## src/rtl/core/bitp_pkg.sv

```systemverilog
// Shared types, character codes and decode functions for the Boolean
// infix-to-postfix converter. No dependencies.
package bitp_pkg;

	localparam int STACK_DEPTH_DEF = 16;

	// Stack entry codes: opening parenthesis, or operator coded by priority
	localparam logic [2:0] ENTRY_OPEN = 3'd0;
	localparam logic [2:0] PRIO_EQV   = 3'd1;
	localparam logic [2:0] PRIO_IMP   = 3'd2;
	localparam logic [2:0] PRIO_OR    = 3'd3;
	localparam logic [2:0] PRIO_AND   = 3'd4;
	localparam logic [2:0] PRIO_NOT   = 3'd5;

	localparam logic [7:0] CH_NOT    = 8'h21; // !
	localparam logic [7:0] CH_AND    = 8'h26; // &
	localparam logic [7:0] CH_LPAR   = 8'h28; // (
	localparam logic [7:0] CH_RPAR   = 8'h29; // )
	localparam logic [7:0] CH_ZERO   = 8'h30; // 0
	localparam logic [7:0] CH_ONE    = 8'h31; // 1
	localparam logic [7:0] CH_IMP    = 8'h3E; // >
	localparam logic [7:0] CH_UPPER_A = 8'h41;
	localparam logic [7:0] CH_UPPER_Z = 8'h5A;
	localparam logic [7:0] CH_LOWER_A = 8'h61;
	localparam logic [7:0] CH_LOWER_Z = 8'h7A;
	localparam logic [7:0] CH_OR     = 8'h7C; // |
	localparam logic [7:0] CH_EQV    = 8'h7E; // ~
	localparam logic [7:0] CH_SPACE  = 8'h20;
	localparam logic [7:0] CASE_GAP  = 8'h20;

	typedef enum logic [2:0] {
		ST_OK       = 3'd0,
		ST_NO_OPEN  = 3'd1,
		ST_UNCLOSED = 3'd2,
		ST_UNKNOWN  = 3'd3,
		ST_OVERFLOW = 3'd4
	} status_t;

	typedef enum logic [2:0] {
		K_SPACE,
		K_OPERAND,
		K_OPER,
		K_OPEN,
		K_CLOSE,
		K_BAD,
		K_FLUSH
	} kind_t;

	typedef enum logic [1:0] {
		S_IDLE,
		S_OPER,
		S_CLOSE,
		S_FLUSH
	} state_t;

	typedef struct packed {
		kind_t      kind;
		logic [2:0] prio;
		logic [7:0] code;
	} char_class_t;

	typedef struct packed {
		logic [7:0] token_code;
		logic       token_valid;
		logic       end_of_postfix;
		status_t    status;
	} token_t;

	typedef struct packed {
		logic   valid;
		token_t tok;
	} emit_t;

	function automatic char_class_t classify(input logic [7:0] c);
		logic [7:0]  u;
		char_class_t r;
		u = (c >= CH_LOWER_A && c <= CH_LOWER_Z) ? c - CASE_GAP : c;
		r.kind = K_BAD;
		r.prio = ENTRY_OPEN;
		r.code = u;
		if (c <= CH_SPACE || c[7]) begin
			r.kind = K_SPACE;
		end else if ((u >= CH_UPPER_A && u <= CH_UPPER_Z) || u == CH_ZERO || u == CH_ONE) begin
			r.kind = K_OPERAND;
		end else begin
			case (u)
				CH_NOT: begin r.kind = K_OPER; r.prio = PRIO_NOT; end
				CH_AND: begin r.kind = K_OPER; r.prio = PRIO_AND; end
				CH_OR:  begin r.kind = K_OPER; r.prio = PRIO_OR;  end
				CH_IMP: begin r.kind = K_OPER; r.prio = PRIO_IMP; end
				CH_EQV: begin r.kind = K_OPER; r.prio = PRIO_EQV; end
				CH_LPAR: r.kind = K_OPEN;
				CH_RPAR: r.kind = K_CLOSE;
				default: r.kind = K_BAD;
			endcase
		end
		return r;
	endfunction

	function automatic logic [7:0] entry_char(input logic [2:0] e);
		logic [7:0] ch;
		case (e)
			ENTRY_OPEN: ch = CH_LPAR;
			PRIO_EQV:   ch = CH_EQV;
			PRIO_IMP:   ch = CH_IMP;
			PRIO_OR:    ch = CH_OR;
			PRIO_AND:   ch = CH_AND;
			PRIO_NOT:   ch = CH_NOT;
			default:    ch = 8'h00;
		endcase
		return ch;
	endfunction

endpackage

```

## src/rtl/core/bitp_if.sv

```systemverilog
// Valid/ready channel interfaces for formula bytes and postfix tokens.
// No dependencies.
interface bitp_char_if;
	logic       valid;
	logic       ready;
	logic [7:0] char_code;
	logic       end_of_text;

	modport source (output valid, output char_code, output end_of_text, input ready);
	modport sink (input valid, input char_code, input end_of_text, output ready);
endinterface

interface bitp_token_if;
	logic       valid;
	logic       ready;
	logic [7:0] token_code;
	logic       token_valid;
	logic       end_of_postfix;
	logic [2:0] status;

	modport source (output valid, output token_code, output token_valid,
		output end_of_postfix, output status, input ready);
	modport sink (input valid, input token_code, input token_valid,
		input end_of_postfix, input status, output ready);
endinterface

```

## src/rtl/core/bitp_ram.sv

```systemverilog
// Generic single-write, single-read RAM with registered read data.
// No dependencies.
module bitp_ram #(
	parameter int WIDTH = 3,
	parameter int DEPTH = 16
) (
	input  logic                     clk,
	input  logic                     we,
	input  logic [$clog2(DEPTH)-1:0] waddr,
	input  logic [WIDTH-1:0]         wdata,
	input  logic [$clog2(DEPTH)-1:0] raddr,
	output logic [WIDTH-1:0]         rdata
);

	logic [WIDTH-1:0] mem [DEPTH];

	always_ff @(posedge clk) begin
		if (we) begin
			mem[waddr] <= wdata;
		end
		rdata <= mem[raddr];
	end

endmodule

```

## src/rtl/core/bitp_ctrl.sv

```systemverilog
// Shunting-yard sequencer: decodes bytes, keeps the stack top in a register
// and the rest in the stack RAM. Depends on bitp_pkg, bitp_if.
module bitp_ctrl #(
	parameter int STACK_DEPTH = bitp_pkg::STACK_DEPTH_DEF
) (
	input  logic                           clk,
	input  logic                           arst_n,
	bitp_char_if.sink                      char_ch,
	input  logic                           out_free,
	output bitp_pkg::emit_t                emit,
	output logic                           ram_we,
	output logic [$clog2(STACK_DEPTH)-1:0] ram_waddr,
	output logic [2:0]                     ram_wdata,
	output logic [$clog2(STACK_DEPTH)-1:0] ram_raddr,
	input  logic [2:0]                     ram_rdata
);
	import bitp_pkg::*;

	localparam int AW = $clog2(STACK_DEPTH);
	localparam int CW = $clog2(STACK_DEPTH + 1);

	state_t      state_q, state_d;
	logic [CW-1:0] count_q, count_d, count_m1, count_m2;
	logic [2:0]  top_q;
	logic        discard_q;
	logic [2:0]  prio_q;
	logic        end_q;
	logic        fwd_q;
	logic [2:0]  fwd_data_q;

	char_class_t cls;
	kind_t       cur_kind;
	logic [2:0]  cur_prio;
	logic        cur_end;
	logic        active;
	logic        accept;
	logic [2:0]  below;
	logic        stack_full, has_oper_top, top_ge;
	logic        do_pop, do_push, do_clear;
	logic [2:0]  push_val;
	status_t     err;

	assign cls = classify(char_ch.char_code);
	assign char_ch.ready = (state_q == S_IDLE) && out_free;
	assign accept = char_ch.valid && char_ch.ready;

	always_comb begin
		cur_kind = K_FLUSH;
		cur_prio = prio_q;
		cur_end  = end_q;
		active   = out_free;
		case (state_q)
			S_IDLE: begin
				cur_kind = cls.kind;
				cur_prio = cls.prio;
				cur_end  = char_ch.end_of_text;
				active   = accept && !discard_q;
			end
			S_OPER:  cur_kind = K_OPER;
			S_CLOSE: cur_kind = K_CLOSE;
			S_FLUSH: cur_kind = K_FLUSH;
			default: active = 1'b0;
		endcase
	end

	// entry just under the top; forward a write that landed on the read address
	assign below        = fwd_q ? fwd_data_q : ram_rdata;
	assign stack_full   = count_q >= CW'(STACK_DEPTH);
	assign has_oper_top = (count_q != '0) && (top_q != ENTRY_OPEN);
	assign top_ge       = has_oper_top && (top_q >= cur_prio);

	// actions and emitted beat
	always_comb begin
		emit     = '0;
		do_pop   = 1'b0;
		do_push  = 1'b0;
		do_clear = 1'b0;
		push_val = cur_prio;
		err      = ST_OK;
		if (active) begin
			case (cur_kind)
				K_OPERAND: begin
					emit.valid = 1'b1;
					emit.tok.token_code = cls.code;
					emit.tok.token_valid = 1'b1;
				end
				K_OPER: begin
					if (top_ge) begin
						do_pop = 1'b1;
						emit.valid = 1'b1;
						emit.tok.token_code = entry_char(top_q);
						emit.tok.token_valid = 1'b1;
					end else if (stack_full) begin
						err = ST_OVERFLOW;
					end else begin
						do_push = 1'b1;
					end
				end
				K_OPEN: begin
					push_val = ENTRY_OPEN;
					if (stack_full) begin
						err = ST_OVERFLOW;
					end else begin
						do_push = 1'b1;
					end
				end
				K_CLOSE: begin
					if (has_oper_top) begin
						do_pop = 1'b1;
						emit.valid = 1'b1;
						emit.tok.token_code = entry_char(top_q);
						emit.tok.token_valid = 1'b1;
					end else if (count_q == '0) begin
						err = ST_NO_OPEN;
					end else begin
						do_pop = 1'b1; // drop the matching opening paren
					end
				end
				K_FLUSH: begin
					if (has_oper_top) begin
						do_pop = 1'b1;
						emit.valid = 1'b1;
						emit.tok.token_code = entry_char(top_q);
						emit.tok.token_valid = 1'b1;
					end else begin
						do_clear = 1'b1;
						emit.valid = 1'b1;
						emit.tok.end_of_postfix = 1'b1;
						emit.tok.status = (count_q == '0) ? ST_OK : ST_UNCLOSED;
					end
				end
				K_BAD: err = ST_UNKNOWN;
				default: ;
			endcase
			if (err != ST_OK) begin
				do_pop   = 1'b0;
				do_push  = 1'b0;
				do_clear = 1'b1;
				emit     = '0;
				emit.valid = 1'b1;
				emit.tok.end_of_postfix = 1'b1;
				emit.tok.status = err;
			end
		end
	end

	// next state
	always_comb begin
		state_d = state_q;
		if (active) begin
			case (cur_kind)
				K_OPER: begin
					if (top_ge) begin
						state_d = S_OPER;
					end else if (stack_full || !cur_end) begin
						state_d = S_IDLE;
					end else begin
						state_d = S_FLUSH;
					end
				end
				K_CLOSE: begin
					if (has_oper_top) begin
						state_d = S_CLOSE;
					end else if (count_q == '0 || !cur_end) begin
						state_d = S_IDLE;
					end else begin
						state_d = S_FLUSH;
					end
				end
				K_FLUSH: state_d = has_oper_top ? S_FLUSH : S_IDLE;
				K_OPEN:  state_d = (stack_full || !cur_end) ? S_IDLE : S_FLUSH;
				K_OPERAND, K_SPACE: state_d = cur_end ? S_FLUSH : S_IDLE;
				default: state_d = S_IDLE;
			endcase
		end
	end

	always_comb begin
		count_d = count_q;
		if (do_clear || (accept && discard_q && char_ch.end_of_text)) begin
			count_d = '0;
		end else if (do_pop) begin
			count_d = count_q - CW'(1);
		end else if (do_push) begin
			count_d = count_q + CW'(1);
		end
	end

	assign count_m1  = count_q - CW'(1);
	assign count_m2  = count_d - CW'(2);
	// push moves the old top down into the RAM
	assign ram_we    = do_push && (count_q != '0);
	assign ram_waddr = count_m1[AW-1:0];
	assign ram_wdata = top_q;
	assign ram_raddr = count_m2[AW-1:0];

	always_ff @(posedge clk or negedge arst_n) begin
		if (!arst_n) begin
			state_q   <= S_IDLE;
			count_q   <= '0;
			discard_q <= 1'b0;
			fwd_q     <= 1'b0;
		end else begin
			state_q <= state_d;
			count_q <= count_d;
			fwd_q   <= ram_we && (ram_waddr == ram_raddr);
			if (accept && discard_q && char_ch.end_of_text) begin
				discard_q <= 1'b0;
			end else if (active && err != ST_OK && !cur_end) begin
				discard_q <= 1'b1;
			end
		end
	end

	always_ff @(posedge clk) begin
		fwd_data_q <= ram_wdata;
		if (do_pop) begin
			top_q <= below;
		end else if (do_push) begin
			top_q <= push_val;
		end
		if (accept) begin
			prio_q <= cls.prio;
			end_q  <= char_ch.end_of_text;
		end
	end

endmodule

```

## src/rtl/core/boolean_infix_to_postfix_unit.sv

```systemverilog
// Tokens are registered: each appears in the cycle after it is produced.
// Bytes are taken at one per cycle when idle and the output is free; a byte
// that pops operators, or an end byte, holds off the next byte until done.
// Results leave at one per cycle, gated by the output register and its ready.
// Reset clears the sequencer, stack count and discard flag; the stack RAM is
// not cleared (entries above the count are never read).
module boolean_infix_to_postfix_unit #(
	parameter int STACK_DEPTH = bitp_pkg::STACK_DEPTH_DEF
) (
	input  logic          clk,
	input  logic          arst_n,
	bitp_char_if.sink     char_ch,
	bitp_token_if.source  token_ch
);
	import bitp_pkg::*;

	localparam int AW = $clog2(STACK_DEPTH);

	emit_t         emit;
	logic          out_free;
	logic          out_valid_q;
	token_t        out_tok_q;
	logic          ram_we;
	logic [AW-1:0] ram_waddr, ram_raddr;
	logic [2:0]    ram_wdata, ram_rdata;

	assign out_free = !out_valid_q || token_ch.ready;

	bitp_ctrl #(
		.STACK_DEPTH(STACK_DEPTH)
	) u_ctrl (
		.clk       (clk),
		.arst_n    (arst_n),
		.char_ch   (char_ch),
		.out_free  (out_free),
		.emit      (emit),
		.ram_we    (ram_we),
		.ram_waddr (ram_waddr),
		.ram_wdata (ram_wdata),
		.ram_raddr (ram_raddr),
		.ram_rdata (ram_rdata)
	);

	bitp_ram #(
		.WIDTH(3),
		.DEPTH(STACK_DEPTH)
	) u_stack_ram (
		.clk   (clk),
		.we    (ram_we),
		.waddr (ram_waddr),
		.wdata (ram_wdata),
		.raddr (ram_raddr),
		.rdata (ram_rdata)
	);

	// output register: take a new beat whenever the old one is gone
	always_ff @(posedge clk or negedge arst_n) begin
		if (!arst_n) begin
			out_valid_q <= 1'b0;
		end else if (out_free) begin
			out_valid_q <= emit.valid;
		end
	end

	always_ff @(posedge clk) begin
		if (out_free && emit.valid) begin
			out_tok_q <= emit.tok;
		end
	end

	assign token_ch.valid          = out_valid_q;
	assign token_ch.token_code     = out_tok_q.token_code;
	assign token_ch.token_valid    = out_tok_q.token_valid;
	assign token_ch.end_of_postfix = out_tok_q.end_of_postfix;
	assign token_ch.status         = out_tok_q.status;

endmodule
```

## src/flat_wrapper.sv

```systemverilog
// flat-port wrapper written by rule: the top's interface ports become plain ports
module boolean_infix_to_postfix_unit_flat import bitp_pkg::*;
#(
	parameter int STACK_DEPTH = bitp_pkg::STACK_DEPTH_DEF
)
  (clk, arst_n, char_ch_valid, char_ch_char_code, char_ch_end_of_text, char_ch_ready, token_ch_valid, token_ch_token_code, token_ch_token_valid, token_ch_end_of_postfix, token_ch_status, token_ch_ready);
  bitp_char_if char_ch_i ();
  bitp_token_if token_ch_i ();
  input  logic clk;
  input  logic arst_n;
  input wire logic [$bits(char_ch_i.valid)-1:0] char_ch_valid;
  input wire logic [$bits(char_ch_i.char_code)-1:0] char_ch_char_code;
  input wire logic [$bits(char_ch_i.end_of_text)-1:0] char_ch_end_of_text;
  output wire logic [$bits(char_ch_i.ready)-1:0] char_ch_ready;
  output wire logic [$bits(token_ch_i.valid)-1:0] token_ch_valid;
  output wire logic [$bits(token_ch_i.token_code)-1:0] token_ch_token_code;
  output wire logic [$bits(token_ch_i.token_valid)-1:0] token_ch_token_valid;
  output wire logic [$bits(token_ch_i.end_of_postfix)-1:0] token_ch_end_of_postfix;
  output wire logic [$bits(token_ch_i.status)-1:0] token_ch_status;
  input wire logic [$bits(token_ch_i.ready)-1:0] token_ch_ready;
  assign char_ch_i.valid = char_ch_valid;
  assign char_ch_i.char_code = char_ch_char_code;
  assign char_ch_i.end_of_text = char_ch_end_of_text;
  assign char_ch_ready = char_ch_i.ready;
  assign token_ch_valid = token_ch_i.valid;
  assign token_ch_token_code = token_ch_i.token_code;
  assign token_ch_token_valid = token_ch_i.token_valid;
  assign token_ch_end_of_postfix = token_ch_i.end_of_postfix;
  assign token_ch_status = token_ch_i.status;
  assign token_ch_i.ready = token_ch_ready;
  boolean_infix_to_postfix_unit #(.STACK_DEPTH(STACK_DEPTH)) u_core (.clk(clk), .arst_n(arst_n), .char_ch(char_ch_i), .token_ch(token_ch_i));
endmodule
```

## config.mk

```make
export PLATFORM = sky130hd
export DESIGN_NAME = boolean_infix_to_postfix_unit_flat
export DESIGN_NICKNAME = d
export VERILOG_FILES = /design/src/rtl/core/bitp_pkg.sv /design/src/rtl/core/bitp_if.sv /design/src/rtl/core/bitp_ram.sv /design/src/rtl/core/bitp_ctrl.sv /design/src/rtl/core/boolean_infix_to_postfix_unit.sv /design/src/flat_wrapper.sv
export SDC_FILE = /design/constraint.sdc
export NUM_CORES = 1
export LEC_CHECK = 0
export ABC_AREA = 1
export CAP_MARGIN = 0
export CORE_ASPECT_RATIO = 1.4
export CORE_MARGIN = 1
export CORE_UTILIZATION = 58
export DETAILED_ROUTE_END_ITERATION = 7
export DONT_BUFFER_PORTS = 1
export GPL_ROUTABILITY_DRIVEN = 0
export MAX_ROUTING_LAYER = met4
export PLACE_DENSITY = 0.76
export SETUP_SLACK_MARGIN = 0.2
export SLEW_MARGIN = 20
export SYNTH_ARGS = -nofsm -noshare
export SYNTH_HDL_FRONTEND = slang
export SYNTH_SLANG_ARGS = --single-unit
```

## constraint.sdc

```tcl
create_clock -name clk -period 3.1 [get_ports clk]
set_clock_uncertainty 0.05 [all_clocks]
set_input_delay 0.155 -clock clk [delete_from_list [all_inputs] [get_ports clk]]
set_output_delay 0.155 -clock clk [all_outputs]
set_load 0.01 [all_outputs]
```

==> reports/qor.csv <==
metric,value,unit
post-synthesis async set-or-reset flop share,11.9,%
global-route wire length before repair,20.5,mm
"CTS clk-pin slew, worst paths",60,ps
top-count cell post-synth,nand2_1,
gr usage total,31.6,%
TritonCTS Sinks,84,
Detailed Route Iter0 Violations,237,
clk root buf,clkbuf_16,
maxcap violations,0,
worst reg2reg setup slack,20,ps
number of flops mapped to enable cells by yosys,68,
Peak VDD IR,987,uV
clk buf depth,2,
Worst Path Max Fanout,7,
CTS Buf Count,9,
Slew @ Worst Pin,889,ps
height of the die,111,um
Mapped Avg Cell Area,8.57,um2
top cell type by total area after synthesis,edfxtp_1,
core area,0.00820,mm2
largest net degree at the start of global routing,26,
largest cells by area after synthesis,"edfxtp_1 (41%), nand2_1 (11%), inv_1 (5.8%), dfrtp_1 (5.1%), nand3_1 (4.5%)",
final WL,13.1,mm
pwr dens,1270,mW/mm2
number of global-route vias before repair,4375,
Hold Startpoint,char_ch_char_code[0],
PnR Total Power,0.00834,W
Vias,4403,
initial antenna violation count,0,
row count,39,
CP endpoint kind,flop,
violated checks,setup timing,
HP Class,input pin to flop,
max_slew headroom,40.3,%
CTS H-tree lvls,3,
Final Non-Filler Cells,773,
Final HPWL DP,8.91,mm
Post-Syn Area,0.00493,mm2
initial core utilization,60.1,%
fin crit share,102,%
Port Buffers,0,
reg-to-reg critical path endpoint,u_core.u_stack_ram.rdata[2]$_DFF_P_,
Yosys cell types,44,
Yosys Warn Count,0,
"Area growth, synth to finish",33.6,%
worst setup path class,input pin to flop,
Routed WL per cell,16.9,um
IO Pins,28,
Hold Path Sink,u_core.token_ch.token_code[0]$_SDFFCE_PP0P_,
Vias/cell,5.70,
Seq cells post-synth,84,
1st-pass router iterations,5,
ratio of cells with drive above 1 in the final layout,33.5,%
worst-skew pair later-pin latency,340,ps
DRT antenna net count,0,
Yosys top cell area share,41.4,%
die area,0.00888,mm2
main flop type after synthesis,edfxtp_1,
critical path startpoint category,input pin,
nets,689,
f_max,317,MHz
FILL cells,518,
R2R depth,24,
setup slack after layout,-59.0,ps
"Net Count, Synth",598,
CTS tree,built,
Die X,79.9,um
Cells after DPL,732,
Final Critical Period,3160,ps
final design utilization,80.3,%
DP Worst Slack,-495,ps
sequential fraction of the synthesis area,48.9,%
Synth Instances,575,
crit path DAT,3340,ps
# setup viols final,4,
Critical Path RT,3280,ps
Final Slew Violations,0,
status,finished with violations,
"Hold Vio Cnt, Final",0,
Static Leak,2.94,nW
DRC violations left,0,
Post-synth top cells,"nand2_1 (146), inv_1 (76), edfxtp_1 (68)",
unrepaired setup endpoints after global routing,true,
Antenna diodes,0,
Overflow after GRT,0,
FF-to-FF Start,u_core.u_ctrl.state_q[1]$_DFFE_PN0P_,
Hold Path Cell Cnt,2,
==> worst max-delay path, stage by stage <==
cell and delay [ps]:
inv_1 60, ha_1 310, inv_1 40, nand3_1 130, nand2_4 90, nor2_8 130
nand3b_1 110, nand2_1 90, o21ai_1 100, ha_1 330, nand2_1 60, o211ai_1 170
nand2_1 100, inv_2 80, nor2_1 40, nand4_1 100, nand4_2 130, a21oi_4 210
buf_6 130, nand3_4 160, inv_6 140, nand2_2 50, nand2_2 90, inv_4 60
nand2_1 70, nand2_1 60, nand2_1 50, nand2_1 60
==> routing by layer <==
metal  vias up  part of all wire [%]  GRT usage (%)  wire (um)
li1       2107                     -              -          -
met1      2105                    36           33.3       4730
met2       144                    55           54.8       7220
met3        47                   4.1           6.01        536
met4         0                   4.7           16.7        619
met5         -                     0              -          0
==> repair_timing <==
item | CTS | global route
hold buffers | 4 | 0
endpoints found under the setup margin | 13 | 78
buffers inserted | 14 | 7
resized for setup | 19 | 44
hold endpoints to repair | 13 | 0
pin swaps | 10 | 17
==> report_power, final <==
group	leakage [nW]	internal, W	total [W]	switching [W]
registers	0.796	0.00166	0.00187	0.000203
logic	1.98	0.00199	0.00523	0.00324
clock network	0.172	0.000794	0.00124	0.000446
==> state kept, by name (all words and copies together) (netlist names) <==
register / flops
u_core.u_ctrl.ram_wdata: 3
u_core.u_ctrl.state_q: 2
u_core.token_ch.token_code: 8
u_core.token_ch.valid: 1
u_core.u_ctrl.fwd_data_q: 3
u_core.token_ch.end_of_postfix: 1
u_core.u_ctrl.fwd_q: 1
u_core.token_ch.status: 3
u_core.u_ctrl.count_q: 5
u_core.u_ctrl.prio_q: 3
u_core.u_ctrl.discard_q: 1
u_core.u_stack_ram.mem: 48
u_core.u_ctrl.end_q: 1
u_core.token_ch.token_valid: 1
u_core.u_stack_ram.rdata: 3
==> how the worst max path moves through the flow <==
stage | from | endpoint | cells after the start
5_1_grt | char_ch_char_code[6] | u_core.u_stack_ram.rdata[2]$_DFF_P_ | 29
3_3_place_gp | char_ch_char_code[0] | u_core.u_stack_ram.rdata[2]$_DFF_P_ | 31
2_1_floorplan | char_ch_char_code[4] | u_core.u_stack_ram.rdata[0]$_DFF_P_ | 32
3_5_place_dp | char_ch_char_code[0] | u_core.u_stack_ram.rdata[2]$_DFF_P_ | 31
6_report | char_ch_char_code[6] | u_core.u_stack_ram.rdata[2]$_DFF_P_ | 28
4_1_cts | char_ch_char_code[6] | u_core.u_stack_ram.rdata[2]$_DFF_P_ | 31
==> layout by cell type (no fill, tap or decap), types with 15 or more instances in the layout <==
cell type	synthesis	routed
buf_4	2	77
nor2_1	51	31
nand2_1	146	131
edfxtp_1	68	68
inv_1	76	72
nand2_4	4	15
nand3_1	44	42
nand4_1	30	30
nand2_2	19	20
nor2_4	7	29
==> per-stage QoR <==
stage	hold slack (ps)	TNS, ps	area, um2
after floorplan	-191	-1020	5200
after global placement	-190	-2330	5790
after detailed placement	-190	-6880	5790
after CTS	31.6	0	6340
after global routing	47.4	-1920	6580
final	25.1	-151	6580
==> area by class of cell <==
type | instances | area [um2] | area share [%]
Tap cell | 102 | 128 | 1.94
Sequential cell | 84 | 2410 | 36.6
Inverter | 86 | 349 | 5.30
Clock inverter | 7 | 124 | 1.88
Clock buffer | 9 | 225 | 3.42
Multi-Input combinational cell | 393 | 2560 | 38.9
Timing Repair Buffer | 92 | 786 | 11.9
==> kinds of logic (layout without fill, tap and decap cells) <==
logic type                 after synthesis  after routing  share of synthesized area, %
and+or+nand+nor                        339            339                          34.8
buffers and inverters                   98            194                          7.99
DFF                                     84             84                          48.9
AOI/OAI and AO/OA                       41             41                          5.30
adders and majority gates               10             10                          2.54
xor gates and xnor gates                 2              2                         0.355
other                                    1              1                        0.0761
(Power assumes the default switching activity.)
